--- src/hw/rtl/imu_tilt_complementary_filter_core_assert.svh ---
// ----------------------------------------------------------------------------
// Assertion macros for the tilt filter core
// Concurrent property wrappers; defined empty when ASSERT_OFF is set.
// ----------------------------------------------------------------------------
`ifndef IMU_TILT_COMPLEMENTARY_FILTER_CORE_ASSERT_SVH
`define IMU_TILT_COMPLEMENTARY_FILTER_CORE_ASSERT_SVH
`ifndef ASSERT_OFF
// same-cycle implication
`define ITF_ASSERT_IMPL(name, clk, rst_n, ante, cons, msg) \
    name: assert property (@(posedge clk) disable iff (!rst_n) (ante) |-> (cons)) \
        else $error(msg);
// next-cycle implication
`define ITF_ASSERT_NEXT(name, clk, rst_n, ante, cons, msg) \
    name: assert property (@(posedge clk) disable iff (!rst_n) (ante) |=> (cons)) \
        else $error(msg);
`else
`define ITF_ASSERT_IMPL(name, clk, rst_n, ante, cons, msg)
`define ITF_ASSERT_NEXT(name, clk, rst_n, ante, cons, msg)
`endif
`endif

--- src/hw/rtl/itf_pkg.sv ---
// ----------------------------------------------------------------------------
// itf_pkg
// Shared types, constants and the arctangent table of the tilt filter core.
// ----------------------------------------------------------------------------
package itf_pkg;

    // angle format: signed, 1/128 degree
    localparam int ANG_W      = 16;
    localparam int ANG_LIMIT  = 23040;
    localparam int RIGHT_ANG  = 11520;

    // corrected sample widths
    localparam int ACC_W      = 15;
    localparam int GYR_W      = 17;

    // CORDIC datapath
    localparam int ATAN_TAB_LEN = 24;
    localparam int ATAN_IDX_W   = $clog2(ATAN_TAB_LEN);
    localparam int VEC_W        = 32;
    localparam int ZACC_W       = 34;
    localparam int CLAMP_IN_W   = 24;

    // blend datapath
    localparam int MUL_A_W    = 18;
    localparam int MUL_B_W    = 25;
    localparam int PROD_W     = MUL_A_W + MUL_B_W;
    localparam int RS_W       = 42;
    localparam int RS_LO_W    = 21;
    localparam int BACC_W     = 62;
    localparam int BLEND_SH   = 40;
    localparam int BLEND_LEN  = 7;
    localparam int BLEND_LAST = 2 * BLEND_LEN - 1;
    localparam int BCNT_W     = 4;

    // configuration register indexes
    localparam int CFG_IDX_W  = 3;
    localparam int CFG_DATA_W = 24;
    localparam logic [CFG_IDX_W-1:0] CFG_BLEND_ALPHA = 3'd0;
    localparam logic [CFG_IDX_W-1:0] CFG_GYRO_SCALE  = 3'd1;
    localparam logic [CFG_IDX_W-1:0] CFG_ACC_OFS_X   = 3'd2;
    localparam logic [CFG_IDX_W-1:0] CFG_ACC_OFS_Y   = 3'd3;
    localparam logic [CFG_IDX_W-1:0] CFG_ACC_OFS_Z   = 3'd4;
    localparam logic [CFG_IDX_W-1:0] CFG_GYR_OFS_X   = 3'd5;
    localparam logic [CFG_IDX_W-1:0] CFG_GYR_OFS_Y   = 3'd6;

    localparam logic [15:0] ALPHA_RESET = 16'd62582;
    localparam logic [23:0] SCALE_RESET = 24'd150323;

    // multiplier operand select
    typedef enum logic [2:0] {
        MS_RS  = 3'd0,   // rate * scale
        MS_OLD = 3'd1,   // alpha * old estimate
        MS_ANG = 3'd2,   // (1 - alpha) * accel angle
        MS_LO  = 3'd3,   // alpha * low part of rate term
        MS_HI  = 3'd4    // alpha * high part of rate term
    } mul_sel_t;

    // accumulator operation
    typedef enum logic [2:0] {
        AO_NONE    = 3'd0,
        AO_RS_LOAD = 3'd1,
        AO_LOAD24  = 3'd2,
        AO_ADD24   = 3'd3,
        AO_ADD0    = 3'd4,
        AO_ADD21   = 3'd5,
        AO_EST     = 3'd6
    } acc_op_t;

    // controller to datapath command
    typedef struct packed {
        logic                  load_in;
        logic                  cord_init;
        logic                  cord_pitch;
        logic                  cord_step;
        logic [ATAN_IDX_W-1:0] cord_idx;
        logic                  save_roll;
        logic                  save_pitch;
        logic                  blend_pitch;
        mul_sel_t              mul_sel;
        acc_op_t               acc_op;
        logic                  out_load;
    } itf_cmd_t;

    // atan(2^-i) in units of 2^-23 degree
    function automatic logic signed [ZACC_W-1:0] atan_entry(input logic [ATAN_IDX_W-1:0] i);
        logic signed [ZACC_W-1:0] r;
        case (i)
            5'd0:    r = 34'sd377487360;
            5'd1:    r = 34'sd222843801;
            5'd2:    r = 34'sd117744544;
            5'd3:    r = 34'sd59768969;
            5'd4:    r = 34'sd30000467;
            5'd5:    r = 34'sd15014858;
            5'd6:    r = 34'sd7509261;
            5'd7:    r = 34'sd3754860;
            5'd8:    r = 34'sd1877459;
            5'd9:    r = 34'sd938733;
            5'd10:   r = 34'sd469367;
            5'd11:   r = 34'sd234683;
            5'd12:   r = 34'sd117342;
            5'd13:   r = 34'sd58671;
            5'd14:   r = 34'sd29335;
            5'd15:   r = 34'sd14668;
            5'd16:   r = 34'sd7334;
            5'd17:   r = 34'sd3667;
            5'd18:   r = 34'sd1833;
            5'd19:   r = 34'sd917;
            5'd20:   r = 34'sd458;
            5'd21:   r = 34'sd229;
            5'd22:   r = 34'sd115;
            5'd23:   r = 34'sd57;
            default: r = '0;
        endcase
        return r;
    endfunction

    // saturate to +-180 degrees
    function automatic logic signed [ANG_W-1:0] clamp_ang(
        input logic signed [CLAMP_IN_W-1:0] v);
        logic signed [CLAMP_IN_W-1:0] hi;
        logic signed [CLAMP_IN_W-1:0] lo;
        logic signed [ANG_W-1:0]      r;
        hi = CLAMP_IN_W'(ANG_LIMIT);
        lo = -hi;
        if (v > hi) begin
            r = ANG_W'(ANG_LIMIT);
        end else if (v < lo) begin
            r = -ANG_W'(ANG_LIMIT);
        end else begin
            r = v[ANG_W-1:0];
        end
        return r;
    endfunction

endpackage

--- src/hw/rtl/imu_tilt_complementary_filter_core.sv ---
// ----------------------------------------------------------------------------
// imu_tilt_complementary_filter_core
// Complementary tilt filter: CORDIC accel angles blended with gyro rates.
// ----------------------------------------------------------------------------
// Channel   Dir  Width  Contents
// s_axis    in   80     accel x/y/z words, gyro x/y words
// m_axis    out  64     roll, pitch, accel roll, accel pitch
// cfg       in   24     blend_alpha .. gyro_offset_y, index 0..6
//
// From accept to next accept, one request runs two sequential passes of the
// single CORDIC unit (init, rotations and save each), the roll and pitch
// blend steps on the shared blend multiplier and one hand-off state; m_tvalid
// is registered and rises together with the new output register value.
// A new request is taken once the previous result sits in the output
// register; while an older result still waits on m_tready, the hand-off stalls.
// Synchronous active-low reset restores register defaults and zero estimates.
// ----------------------------------------------------------------------------
module imu_tilt_complementary_filter_core #(
    parameter int CORDIC_STEPS = 16
) (
    input  logic                               aclk,
    input  logic                               aresetn,
    // accel_x_word, accel_y_word, accel_z_word, gyro_x_word, gyro_y_word
    input  logic [79:0]                        s_tdata,
    input  logic                               s_tvalid,
    output logic                               s_tready,
    // roll_angle, pitch_angle, accel_roll, accel_pitch
    output logic [63:0]                        m_tdata,
    output logic                               m_tvalid,
    input  logic                               m_tready,
    input  logic                               cfg_we,
    input  logic [itf_pkg::CFG_IDX_W-1:0]      cfg_index,
    input  logic [itf_pkg::CFG_DATA_W-1:0]     cfg_data
);
    import itf_pkg::*;

`include "imu_tilt_complementary_filter_core_assert.svh"

    itf_cmd_t cmd;

    itf_ctrl #(
        .CORDIC_STEPS (CORDIC_STEPS)
    ) u_ctrl (
        .aclk      (aclk),
        .aresetn   (aresetn),
        .in_valid  (s_tvalid),
        .in_ready  (s_tready),
        .out_valid (m_tvalid),
        .out_ready (m_tready),
        .cmd       (cmd)
    );

    itf_datapath u_datapath (
        .aclk      (aclk),
        .aresetn   (aresetn),
        .cfg_we    (cfg_we),
        .cfg_index (cfg_index),
        .cfg_data  (cfg_data),
        .in_data   (s_tdata),
        .cmd       (cmd),
        .out_data  (m_tdata)
    );

    // checks
    `ITF_ASSERT_NEXT(a_busy_after_accept, aclk, aresetn, s_tvalid && s_tready, !s_tready, "accepted request did not make the core busy")
    `ITF_ASSERT_NEXT(a_load_sets_valid, aclk, aresetn, cmd.out_load, m_tvalid, "result load did not raise m_tvalid")
    `ITF_ASSERT_IMPL(a_est_not_idle, aclk, aresetn, cmd.acc_op == AO_EST, !s_tready, "estimate written while idle")
    `ITF_ASSERT_IMPL(a_roll_range, aclk, aresetn, m_tvalid, ($signed(m_tdata[15:0]) <= 16'sd23040) && ($signed(m_tdata[15:0]) >= -16'sd23040), "roll outside 180 degrees")

endmodule

--- src/hw/rtl/itf_cordic.sv ---
// ----------------------------------------------------------------------------
// itf_cordic
// Iterative vectoring CORDIC, atan2 in 1/128 deg: one rotation per step cycle.
// ----------------------------------------------------------------------------
module itf_cordic (
    input  logic                               aclk,
    input  logic                               init,
    input  logic                               step,
    input  logic [itf_pkg::ATAN_IDX_W-1:0]     idx,
    input  logic signed [itf_pkg::ACC_W-1:0]   num_in,
    input  logic signed [itf_pkg::ACC_W-1:0]   den_in,
    output logic signed [itf_pkg::ANG_W-1:0]   angle
);
    import itf_pkg::*;

    localparam int QSH = 16;

    logic signed [VEC_W-1:0]  vx_reg;
    logic signed [VEC_W-1:0]  vy_reg;
    logic signed [ZACC_W-1:0] z_reg;
    logic                     zero_reg;

    logic signed [ACC_W-1:0]  num_f;
    logic signed [ACC_W-1:0]  den_f;
    logic signed [ZACC_W-1:0] z_start;
    logic signed [VEC_W-1:0]  sh_x;
    logic signed [VEC_W-1:0]  sh_y;
    logic signed [ZACC_W-1:0] at;
    logic signed [ZACC_W-1:0] z_rnd;

    // fold left half plane by 180 degrees
    always_comb begin
        z_start = '0;
        num_f   = num_in;
        den_f   = den_in;
        if (den_in < 0) begin
            z_start = (num_in >= 0) ? ZACC_W'(ANG_LIMIT * 65536) : -ZACC_W'(ANG_LIMIT * 65536);
            num_f   = -num_in;
            den_f   = -den_in;
        end
    end

    assign sh_x = vx_reg >>> idx;
    assign sh_y = vy_reg >>> idx;
    assign at   = atan_entry(idx);

    // rotation step
    always_ff @(posedge aclk) begin
        if (init) begin
            vx_reg   <= VEC_W'(den_f) <<< 14;
            vy_reg   <= VEC_W'(num_f) <<< 14;
            z_reg    <= z_start;
            zero_reg <= (num_in == 0) && (den_in == 0);
        end else if (step) begin
            if (vy_reg > 0) begin
                vx_reg <= vx_reg + sh_y;
                vy_reg <= vy_reg - sh_x;
                z_reg  <= z_reg + at;
            end else begin
                vx_reg <= vx_reg - sh_y;
                vy_reg <= vy_reg + sh_x;
                z_reg  <= z_reg - at;
            end
        end
    end

    // round half up to 1/128 degree and saturate
    assign z_rnd = z_reg + ZACC_W'(32768);
    assign angle = zero_reg ? '0 : clamp_ang(CLAMP_IN_W'(z_rnd >>> QSH));

endmodule

--- src/hw/rtl/itf_datapath.sv ---
// ----------------------------------------------------------------------------
// itf_datapath
// Config registers, sample correction, CORDIC, blend MAC and output register.
// ----------------------------------------------------------------------------
module itf_datapath (
    input  logic                               aclk,
    input  logic                               aresetn,
    input  logic                               cfg_we,
    input  logic [itf_pkg::CFG_IDX_W-1:0]      cfg_index,
    input  logic [itf_pkg::CFG_DATA_W-1:0]     cfg_data,
    input  logic [79:0]                        in_data,
    input  itf_pkg::itf_cmd_t                  cmd,
    output logic [63:0]                        out_data
);
    import itf_pkg::*;

    // configuration
    logic [15:0]        alpha_reg;
    logic [23:0]        scale_reg;
    logic signed [13:0] aofs_x_reg;
    logic signed [13:0] aofs_y_reg;
    logic signed [13:0] aofs_z_reg;
    logic signed [15:0] gofs_x_reg;
    logic signed [15:0] gofs_y_reg;

    // sample and state
    logic signed [ACC_W-1:0]  ax_reg;
    logic signed [ACC_W-1:0]  ay_reg;
    logic signed [ACC_W-1:0]  az_reg;
    logic signed [GYR_W-1:0]  gx_reg;
    logic signed [GYR_W-1:0]  gy_reg;
    logic signed [ANG_W-1:0]  acc_r_reg;
    logic signed [ANG_W-1:0]  acc_p_reg;
    logic signed [ANG_W-1:0]  roll_est_reg;
    logic signed [ANG_W-1:0]  pitch_est_reg;
    logic signed [PROD_W-1:0] prod_reg;
    logic signed [RS_W-1:0]   rs_reg;
    logic signed [BACC_W-1:0] bacc_reg;
    logic [63:0]              out_reg;

    logic signed [15:0]       wx, wy, wz, wgx, wgy;
    logic signed [ACC_W-1:0]  cnum, cden;
    logic signed [ANG_W-1:0]  cord_angle;
    logic signed [MUL_A_W-1:0] mul_a;
    logic signed [MUL_B_W-1:0] mul_b;
    logic signed [MUL_A_W-1:0] wg;
    logic signed [MUL_A_W-1:0] wa;
    logic signed [ANG_W-1:0]  old_sel;
    logic signed [ANG_W-1:0]  ang_sel;
    logic signed [GYR_W-1:0]  rate_sel;
    logic signed [BACC_W-1:0] bacc_rnd;
    logic signed [ANG_W-1:0]  blend_res;

    assign wx  = in_data[15:0];
    assign wy  = in_data[31:16];
    assign wz  = in_data[47:32];
    assign wgx = in_data[63:48];
    assign wgy = in_data[79:64];

    // configuration write port
    always_ff @(posedge aclk) begin
        if (!aresetn) begin
            alpha_reg  <= ALPHA_RESET;
            scale_reg  <= SCALE_RESET;
            aofs_x_reg <= '0;
            aofs_y_reg <= '0;
            aofs_z_reg <= '0;
            gofs_x_reg <= '0;
            gofs_y_reg <= '0;
        end else if (cfg_we) begin
            case (cfg_index)
                CFG_BLEND_ALPHA: alpha_reg  <= cfg_data[15:0];
                CFG_GYRO_SCALE:  scale_reg  <= cfg_data;
                CFG_ACC_OFS_X:   aofs_x_reg <= cfg_data[13:0];
                CFG_ACC_OFS_Y:   aofs_y_reg <= cfg_data[13:0];
                CFG_ACC_OFS_Z:   aofs_z_reg <= cfg_data[13:0];
                CFG_GYR_OFS_X:   gofs_x_reg <= cfg_data[15:0];
                CFG_GYR_OFS_Y:   gofs_y_reg <= cfg_data[15:0];
                default: ;
            endcase
        end
    end

    // sample capture with offset removal
    always_ff @(posedge aclk) begin
        if (cmd.load_in) begin
            ax_reg <= ACC_W'(wx >>> 2) - ACC_W'(aofs_x_reg);
            ay_reg <= ACC_W'(wy >>> 2) - ACC_W'(aofs_y_reg);
            az_reg <= ACC_W'(wz >>> 2) - ACC_W'(aofs_z_reg);
            gx_reg <= GYR_W'(wgx) - GYR_W'(gofs_x_reg);
            gy_reg <= GYR_W'(wgy) - GYR_W'(gofs_y_reg);
        end
    end

    // CORDIC operand pair: pitch depends on accel roll quadrant
    always_comb begin
        if (!cmd.cord_pitch) begin
            cnum = ay_reg;
            cden = az_reg;
        end else begin
            cnum = ax_reg;
            if (acc_r_reg > ANG_W'(RIGHT_ANG)) begin
                cden = ay_reg;
            end else if (acc_r_reg < -ANG_W'(RIGHT_ANG)) begin
                cden = -az_reg;
            end else begin
                cden = az_reg;
            end
        end
    end

    itf_cordic u_cordic (
        .aclk   (aclk),
        .init   (cmd.cord_init),
        .step   (cmd.cord_step),
        .idx    (cmd.cord_idx),
        .num_in (cnum),
        .den_in (cden),
        .angle  (cord_angle)
    );

    always_ff @(posedge aclk) begin
        if (cmd.save_roll) begin
            acc_r_reg <= cord_angle;
        end
        if (cmd.save_pitch) begin
            acc_p_reg <= cord_angle;
        end
    end

    // blend operand select
    assign wg       = MUL_A_W'(alpha_reg);
    assign wa       = MUL_A_W'(65536) - wg;
    assign old_sel  = cmd.blend_pitch ? pitch_est_reg : roll_est_reg;
    assign ang_sel  = cmd.blend_pitch ? acc_p_reg : acc_r_reg;
    assign rate_sel = cmd.blend_pitch ? gy_reg : gx_reg;

    always_comb begin
        case (cmd.mul_sel)
            MS_RS: begin
                mul_a = MUL_A_W'(rate_sel);
                mul_b = MUL_B_W'({1'b0, scale_reg});
            end
            MS_OLD: begin
                mul_a = wg;
                mul_b = MUL_B_W'(old_sel);
            end
            MS_ANG: begin
                mul_a = wa;
                mul_b = MUL_B_W'(ang_sel);
            end
            MS_LO: begin
                mul_a = wg;
                mul_b = MUL_B_W'({1'b0, rs_reg[RS_LO_W-1:0]});
            end
            MS_HI: begin
                mul_a = wg;
                mul_b = MUL_B_W'($signed(rs_reg[RS_W-1:RS_LO_W]));
            end
            default: begin
                mul_a = '0;
                mul_b = '0;
            end
        endcase
    end

    // registered multiplier
    always_ff @(posedge aclk) begin
        prod_reg <= mul_a * mul_b;
    end

    // round half up, saturate
    assign bacc_rnd  = bacc_reg + (BACC_W'(1) <<< (BLEND_SH - 1));
    assign blend_res = clamp_ang(CLAMP_IN_W'(bacc_rnd >>> BLEND_SH));

    // blend accumulator
    always_ff @(posedge aclk) begin
        case (cmd.acc_op)
            AO_RS_LOAD: rs_reg   <= RS_W'(prod_reg);
            AO_LOAD24:  bacc_reg <= BACC_W'(prod_reg) <<< 24;
            AO_ADD24:   bacc_reg <= bacc_reg + (BACC_W'(prod_reg) <<< 24);
            AO_ADD0:    bacc_reg <= bacc_reg + BACC_W'(prod_reg);
            AO_ADD21:   bacc_reg <= bacc_reg + (BACC_W'(prod_reg) <<< RS_LO_W);
            default: ;
        endcase
    end

    // filter state
    always_ff @(posedge aclk) begin
        if (!aresetn) begin
            roll_est_reg  <= '0;
            pitch_est_reg <= '0;
        end else if (cmd.acc_op == AO_EST) begin
            if (cmd.blend_pitch) begin
                pitch_est_reg <= blend_res;
            end else begin
                roll_est_reg <= blend_res;
            end
        end
    end

    // output register
    always_ff @(posedge aclk) begin
        if (cmd.out_load) begin
            out_reg <= {acc_p_reg, acc_r_reg, pitch_est_reg, roll_est_reg};
        end
    end

    assign out_data = out_reg;

endmodule

--- src/hw/rtl/itf_ctrl.sv ---
// ----------------------------------------------------------------------------
// itf_ctrl
// Sequencer: roll CORDIC, pitch CORDIC, two blend passes, result hand-off.
// ----------------------------------------------------------------------------
module itf_ctrl #(
    parameter int CORDIC_STEPS = 16
) (
    input  logic              aclk,
    input  logic              aresetn,
    input  logic              in_valid,
    output logic              in_ready,
    output logic              out_valid,
    input  logic              out_ready,
    output itf_pkg::itf_cmd_t cmd
);
    import itf_pkg::*;

    localparam int STEPS = (CORDIC_STEPS > ATAN_TAB_LEN) ? ATAN_TAB_LEN : CORDIC_STEPS;
    localparam int CNT_W = $clog2(STEPS);

    // blend micro steps within one angle
    localparam logic [BCNT_W-1:0] BS_MUL_RS = 4'd0;
    localparam logic [BCNT_W-1:0] BS_OLD    = 4'd1;
    localparam logic [BCNT_W-1:0] BS_ANG    = 4'd2;
    localparam logic [BCNT_W-1:0] BS_LO     = 4'd3;
    localparam logic [BCNT_W-1:0] BS_HI     = 4'd4;
    localparam logic [BCNT_W-1:0] BS_ADD_HI = 4'd5;
    localparam logic [BCNT_W-1:0] BS_EST    = 4'd6;

    typedef enum logic [5:0] {
        ST_IDLE  = 6'b000001,
        ST_CINIT = 6'b000010,
        ST_CITER = 6'b000100,
        ST_CSAVE = 6'b001000,
        ST_BLEND = 6'b010000,
        ST_FIN   = 6'b100000
    } state_t;

    state_t            state_reg, state_next;
    logic [CNT_W-1:0]  cnt_reg, cnt_next;
    logic [BCNT_W-1:0] bcnt_reg, bcnt_next;
    logic              phase_reg, phase_next;
    logic              out_valid_reg, out_valid_next;
    logic              bpitch;
    logic [BCNT_W-1:0] bstep;

    assign bpitch = (bcnt_reg >= BCNT_W'(BLEND_LEN));
    assign bstep  = bpitch ? (bcnt_reg - BCNT_W'(BLEND_LEN)) : bcnt_reg;

    // next state and command decode
    always_comb begin
        state_next     = state_reg;
        cnt_next       = cnt_reg;
        bcnt_next      = bcnt_reg;
        phase_next     = phase_reg;
        out_valid_next = out_valid_reg;
        in_ready       = 1'b0;
        cmd            = '0;
        cmd.mul_sel    = MS_RS;
        cmd.acc_op     = AO_NONE;

        if (out_valid_reg && out_ready) begin
            out_valid_next = 1'b0;
        end

        case (state_reg)
            ST_IDLE: begin
                in_ready = 1'b1;
                if (in_valid) begin
                    cmd.load_in = 1'b1;
                    phase_next  = 1'b0;
                    state_next  = ST_CINIT;
                end
            end
            ST_CINIT: begin
                cmd.cord_init  = 1'b1;
                cmd.cord_pitch = phase_reg;
                cnt_next       = '0;
                state_next     = ST_CITER;
            end
            ST_CITER: begin
                cmd.cord_step = 1'b1;
                cmd.cord_idx  = ATAN_IDX_W'(cnt_reg);
                if (cnt_reg == CNT_W'(STEPS - 1)) begin
                    state_next = ST_CSAVE;
                end else begin
                    cnt_next = cnt_reg + 1'b1;
                end
            end
            ST_CSAVE: begin
                if (phase_reg) begin
                    cmd.save_pitch = 1'b1;
                    bcnt_next      = '0;
                    state_next     = ST_BLEND;
                end else begin
                    cmd.save_roll = 1'b1;
                    phase_next    = 1'b1;
                    state_next    = ST_CINIT;
                end
            end
            ST_BLEND: begin
                cmd.blend_pitch = bpitch;
                case (bstep)
                    BS_MUL_RS: cmd.mul_sel = MS_RS;
                    BS_OLD: begin
                        cmd.mul_sel = MS_OLD;
                        cmd.acc_op  = AO_RS_LOAD;
                    end
                    BS_ANG: begin
                        cmd.mul_sel = MS_ANG;
                        cmd.acc_op  = AO_LOAD24;
                    end
                    BS_LO: begin
                        cmd.mul_sel = MS_LO;
                        cmd.acc_op  = AO_ADD24;
                    end
                    BS_HI: begin
                        cmd.mul_sel = MS_HI;
                        cmd.acc_op  = AO_ADD0;
                    end
                    BS_ADD_HI: cmd.acc_op = AO_ADD21;
                    BS_EST:    cmd.acc_op = AO_EST;
                    default: ;
                endcase
                if (bcnt_reg == BCNT_W'(BLEND_LAST)) begin
                    state_next = ST_FIN;
                end else begin
                    bcnt_next = bcnt_reg + 1'b1;
                end
            end
            ST_FIN: begin
                // wait for the output register to free up
                if (!out_valid_reg || out_ready) begin
                    cmd.out_load   = 1'b1;
                    out_valid_next = 1'b1;
                    state_next     = ST_IDLE;
                end
            end
            default: state_next = ST_IDLE;
        endcase
    end

    always_ff @(posedge aclk) begin
        if (!aresetn) begin
            state_reg     <= ST_IDLE;
            cnt_reg       <= '0;
            bcnt_reg      <= '0;
            phase_reg     <= 1'b0;
            out_valid_reg <= 1'b0;
        end else begin
            state_reg     <= state_next;
            cnt_reg       <= cnt_next;
            bcnt_reg      <= bcnt_next;
            phase_reg     <= phase_next;
            out_valid_reg <= out_valid_next;
        end
    end

    assign out_valid = out_valid_reg;

endmodule

--- config.mk ---
export PLATFORM = sky130hd
export DESIGN_NAME = imu_tilt_complementary_filter_core
export DESIGN_NICKNAME = d
export VERILOG_FILES = /design/src/hw/rtl/itf_pkg.sv /design/src/hw/rtl/imu_tilt_complementary_filter_core.sv /design/src/hw/rtl/itf_cordic.sv /design/src/hw/rtl/itf_datapath.sv /design/src/hw/rtl/itf_ctrl.sv
export VERILOG_INCLUDE_DIRS = /design/src /design/src/hw/rtl
export SDC_FILE = /design/constraint.sdc
export NUM_CORES = 2
export LEC_CHECK = 0
export BUFFER_PORTS_ARGS = -buffer_cell sky130_fd_sc_hd__buf_2
export CORE_ASPECT_RATIO = 1.5
export CORE_UTILIZATION = 40
export CTS_CLUSTER_SIZE = 30
export DETAILED_ROUTE_END_ITERATION = 8
export GPL_TIMING_DRIVEN = 0
export SYNTH_ARGS = -nofsm -noshare
export SYNTH_HDL_FRONTEND = slang
export SYNTH_SLANG_ARGS = --single-unit
--- constraint.sdc ---
create_clock -name aclk -period 12.12 [get_ports aclk]
set_input_delay 0.606 -clock aclk [delete_from_list [all_inputs] [get_ports aclk]]
set_output_delay 0.606 -clock aclk [all_outputs]
set_load 0.02 [all_outputs]
==> reports/metrics.cfg <==
[timing]
drv_slew=10
fin_worst_skew_ps=51.6
worst_pin_slew_ps=1560
layout_min_cycle_time_ps=11680
setup_viol=0
tns_ps=0
fin_crit_sh=0.963
max-slew-margin-rel=-0.0483
max_freq_ghz=0.0856
rsz0062_at_grt=no
hold_viol=0

[job]
max_cap_violations=3

[yosys]
synthTopCellsByArea=edfxtp_1 17%, fa_1 14%, ha_1 8.6%
synth_nets=8493
ys.flop_type=edfxtp_1
syn_area_per_cell_sq_um=8.35
syn_inst=7497
ys.warnings.count=0
async_flop_share=0
synth_top_area_share=0.168
ys_ff_latch=583
synth_edf_count=350
syn_area_sq_um=62600
yosysTopAreaCell=edfxtp_1
synth_cell_types=110
yosysSeqAreaShare=0.242

[place]
gp_congestion=1.07
io_buffers=169
hpwl_um=227000
placed_area_sq_um=66300

[cells_and_area]
finish.utilization=0.443
fillers=15500
layout-drive-gt1-share=0.0585
largest_register_ffs=64
design_area_sq_um=68800
nets=8746
syn_to_final_growth_pct=9.86

[clocking]
clk_latency_ps=710
h-tree-depth=3
cts_buffers=69
cts_tree=done
clockRootBuffer=clkbuf_16
post-cts-setup-buffers=0
path_clk_slew_ps=60
numClockSinks=583
cts.path.max_buffers=3

[pwr]
power_density_nw_per_um2=261
p_leak_nw=29.0
ir_drop_mv=0.741

[setup_path]
cp-end-kind=register
critPathMaxFanout=10
timing.rr.start=u_ctrl.bcnt_reg[0]$_SDFFE_PN0P_
crit_required_ps=12670
max_stage_delay_ps=640
regToRegSetupSlack_ps=440
r2r_end=u_datapath.prod_reg[42]$_DFF_P_
slowest_stage=clkbuf_1
ff2ff_path_depth=37
path_class=reg2reg
crit_top_cell=fa_1
cp.arrival_ps=12230
cp-start-kind=register

[hold_path]
whs_path_depth=3
hp-start=cfg_data[17]
min_to=u_datapath.scale_reg[17]$_SDFFE_PN1P_
hold_class=in2reg

[drt]
drc=0
first_iter_violations=5041
routedWlPerCell_um=28.6
dr.pass1.iters=9
antenna_left=0
wl_um=282000
vias=59000
vias_per_cell=5.97

[grt]
antenna_found_initial=47
grt_max_degree=61
first_global_vias=58700
grt_pass1_wl_um=402000
grt_usage=0.351
grt-ovfl-total=0

[die]
rows=177
die_w_um=325
initial_core_util=0.403
die_area_sq_um=158000
core_area_sq_um=155000
dieHeight_um=487
ios=178

[outcome]
status=complete, but fails checks
violations=capacitance limit, slew limit

layout by cell type, fill, tap and decap left out, drive strengths merged, types with 233 or more instances in the layout:
cell | netlist | layout
a21oi | 451 | 451
nor2 | 657 | 657
xnor2 | 236 | 236
fa | 452 | 452
inv | 817 | 823
o21ai | 395 | 395
ha | 432 | 432
edfxtp | 350 | 350
buf | 85 | 267
nand2 | 945 | 945
clkbuf | 254 | 345
dfxtp | 233 | 233
cells by family after synthesis:
logic type,after synthesis,share of synthesized area
DFF,583,0.242
xor gates and xnor gates,420,0.0590
adders and majority gates,884,0.231
muxes,193,0.0318
AOI/OAI and AO/OA,1798,0.186
buffers and inverters,1158,0.0710
and+or+nand+nor,2461,0.179
power breakdown:
part	internal [W]	leakage (nW)	switching, W
clock	0.00127	1.16	0.000991
combinational	0.00472	22.7	0.00802
sequential	0.00248	5.12	0.000479
total	0.00848	29.0	0.00949
routing by layer:
metal	up-vias	routed length, um	global-route usage
li1	26400	-	-
met1	28900	97500	0.373
met2	2737	136000	0.603
met3	958	19300	0.0578
met4	12	29100	0.310
met5	-	74	0
layout make-up:
| class | count | area (sq um) | share of cell area |
|---|---|---|---|
| well taps | 2058 | 2570 | 0.0374 |
| flip-flops and latches | 583 | 15200 | 0.221 |
| plain buffers | 339 | 1370 | 0.0200 |
| clock buffers | 91 | 2010 | 0.0292 |
| clock inverters | 36 | 395 | 0.00575 |
| multi-input cells | 5756 | 43100 | 0.626 |
| inverters | 819 | 3080 | 0.0448 |
| diodes | 18 | 45.0 | 0.000655 |
| repair buffers | 182 | 1060 | 0.0154 |
worst max-delay path by stage:
stage               depth (start not counted)                            start                         endpoint  slack [ps]
floorplan                                  37  u_ctrl.bcnt_reg[0]$_SDFFE_PN0P_  u_datapath.prod_reg[41]$_DFF_P_        3070
global placement                           37  u_ctrl.bcnt_reg[0]$_SDFFE_PN0P_  u_datapath.prod_reg[42]$_DFF_P_        -880
detailed placement                         37  u_ctrl.bcnt_reg[0]$_SDFFE_PN0P_  u_datapath.prod_reg[42]$_DFF_P_        -220
CTS                                        38  u_ctrl.bcnt_reg[0]$_SDFFE_PN0P_  u_datapath.prod_reg[42]$_DFF_P_          40
global route                               36  u_ctrl.bcnt_reg[0]$_SDFFE_PN0P_  u_datapath.prod_reg[42]$_DFF_P_          40
finish                                     37  u_ctrl.bcnt_reg[0]$_SDFFE_PN0P_  u_datapath.prod_reg[42]$_DFF_P_         440
stage by stage:
step | power [W] | cells | setup WS, ps | hold WS [ps]
2_1_floorplan | 0.0111 | 7497 | 3070 | 412
4_1_cts | 0.0177 | 9864 | 39.9 | 135
6_report | 0.0180 | 9882 | 443 | 169
5_1_grt | 0.0191 | 9874 | 40.0 | 163
3_3_place_gp | 0.0153 | 9724 | -882 | 434
3_5_place_dp | 0.0154 | 9737 | -216 | 438
synthesized netlist by cell type, drive strengths merged, types with 28 or more instances:
cell,instances
a211oi,57
a21boi,149
a21o,139
a21oi,451
a221oi,29
a31oi,72
and2,56
and3,72
buf,85
clkbuf,254
dfxtp,233
edfxtp,350
fa,452
ha,432
inv,817
mux2,34
mux2i,158
nand2,945
nand2b,99
nand3,215
nand4,37
nor2,657
nor2b,76
nor3,136
nor4,35
o211ai,40
o21a,52
o21ai,395
o21bai,44
o221ai,28
o22ai,79
o31ai,47
or3,37
xnor2,236
xor2,183
critical path, delay by kind of cell (launching register included):
kind | cells | cell delay [ps]
flops | 1 | 420
compound gates | 12 | 3060
fa+ha+maj | 8 | 3690
xor+xnor | 1 | 370
simple gates | 8 | 2020
buf+inv | 8 | 1970
what timing repair did:
item,4_1_cts,5_1_grt
pin swaps,0,0
gates resized for setup,1,14
endpoints found under the setup margin,2,6
hold buffers,0,0
hold endpoints to repair,0,0
No activity file was read; power rests on OpenSTA's default activity.
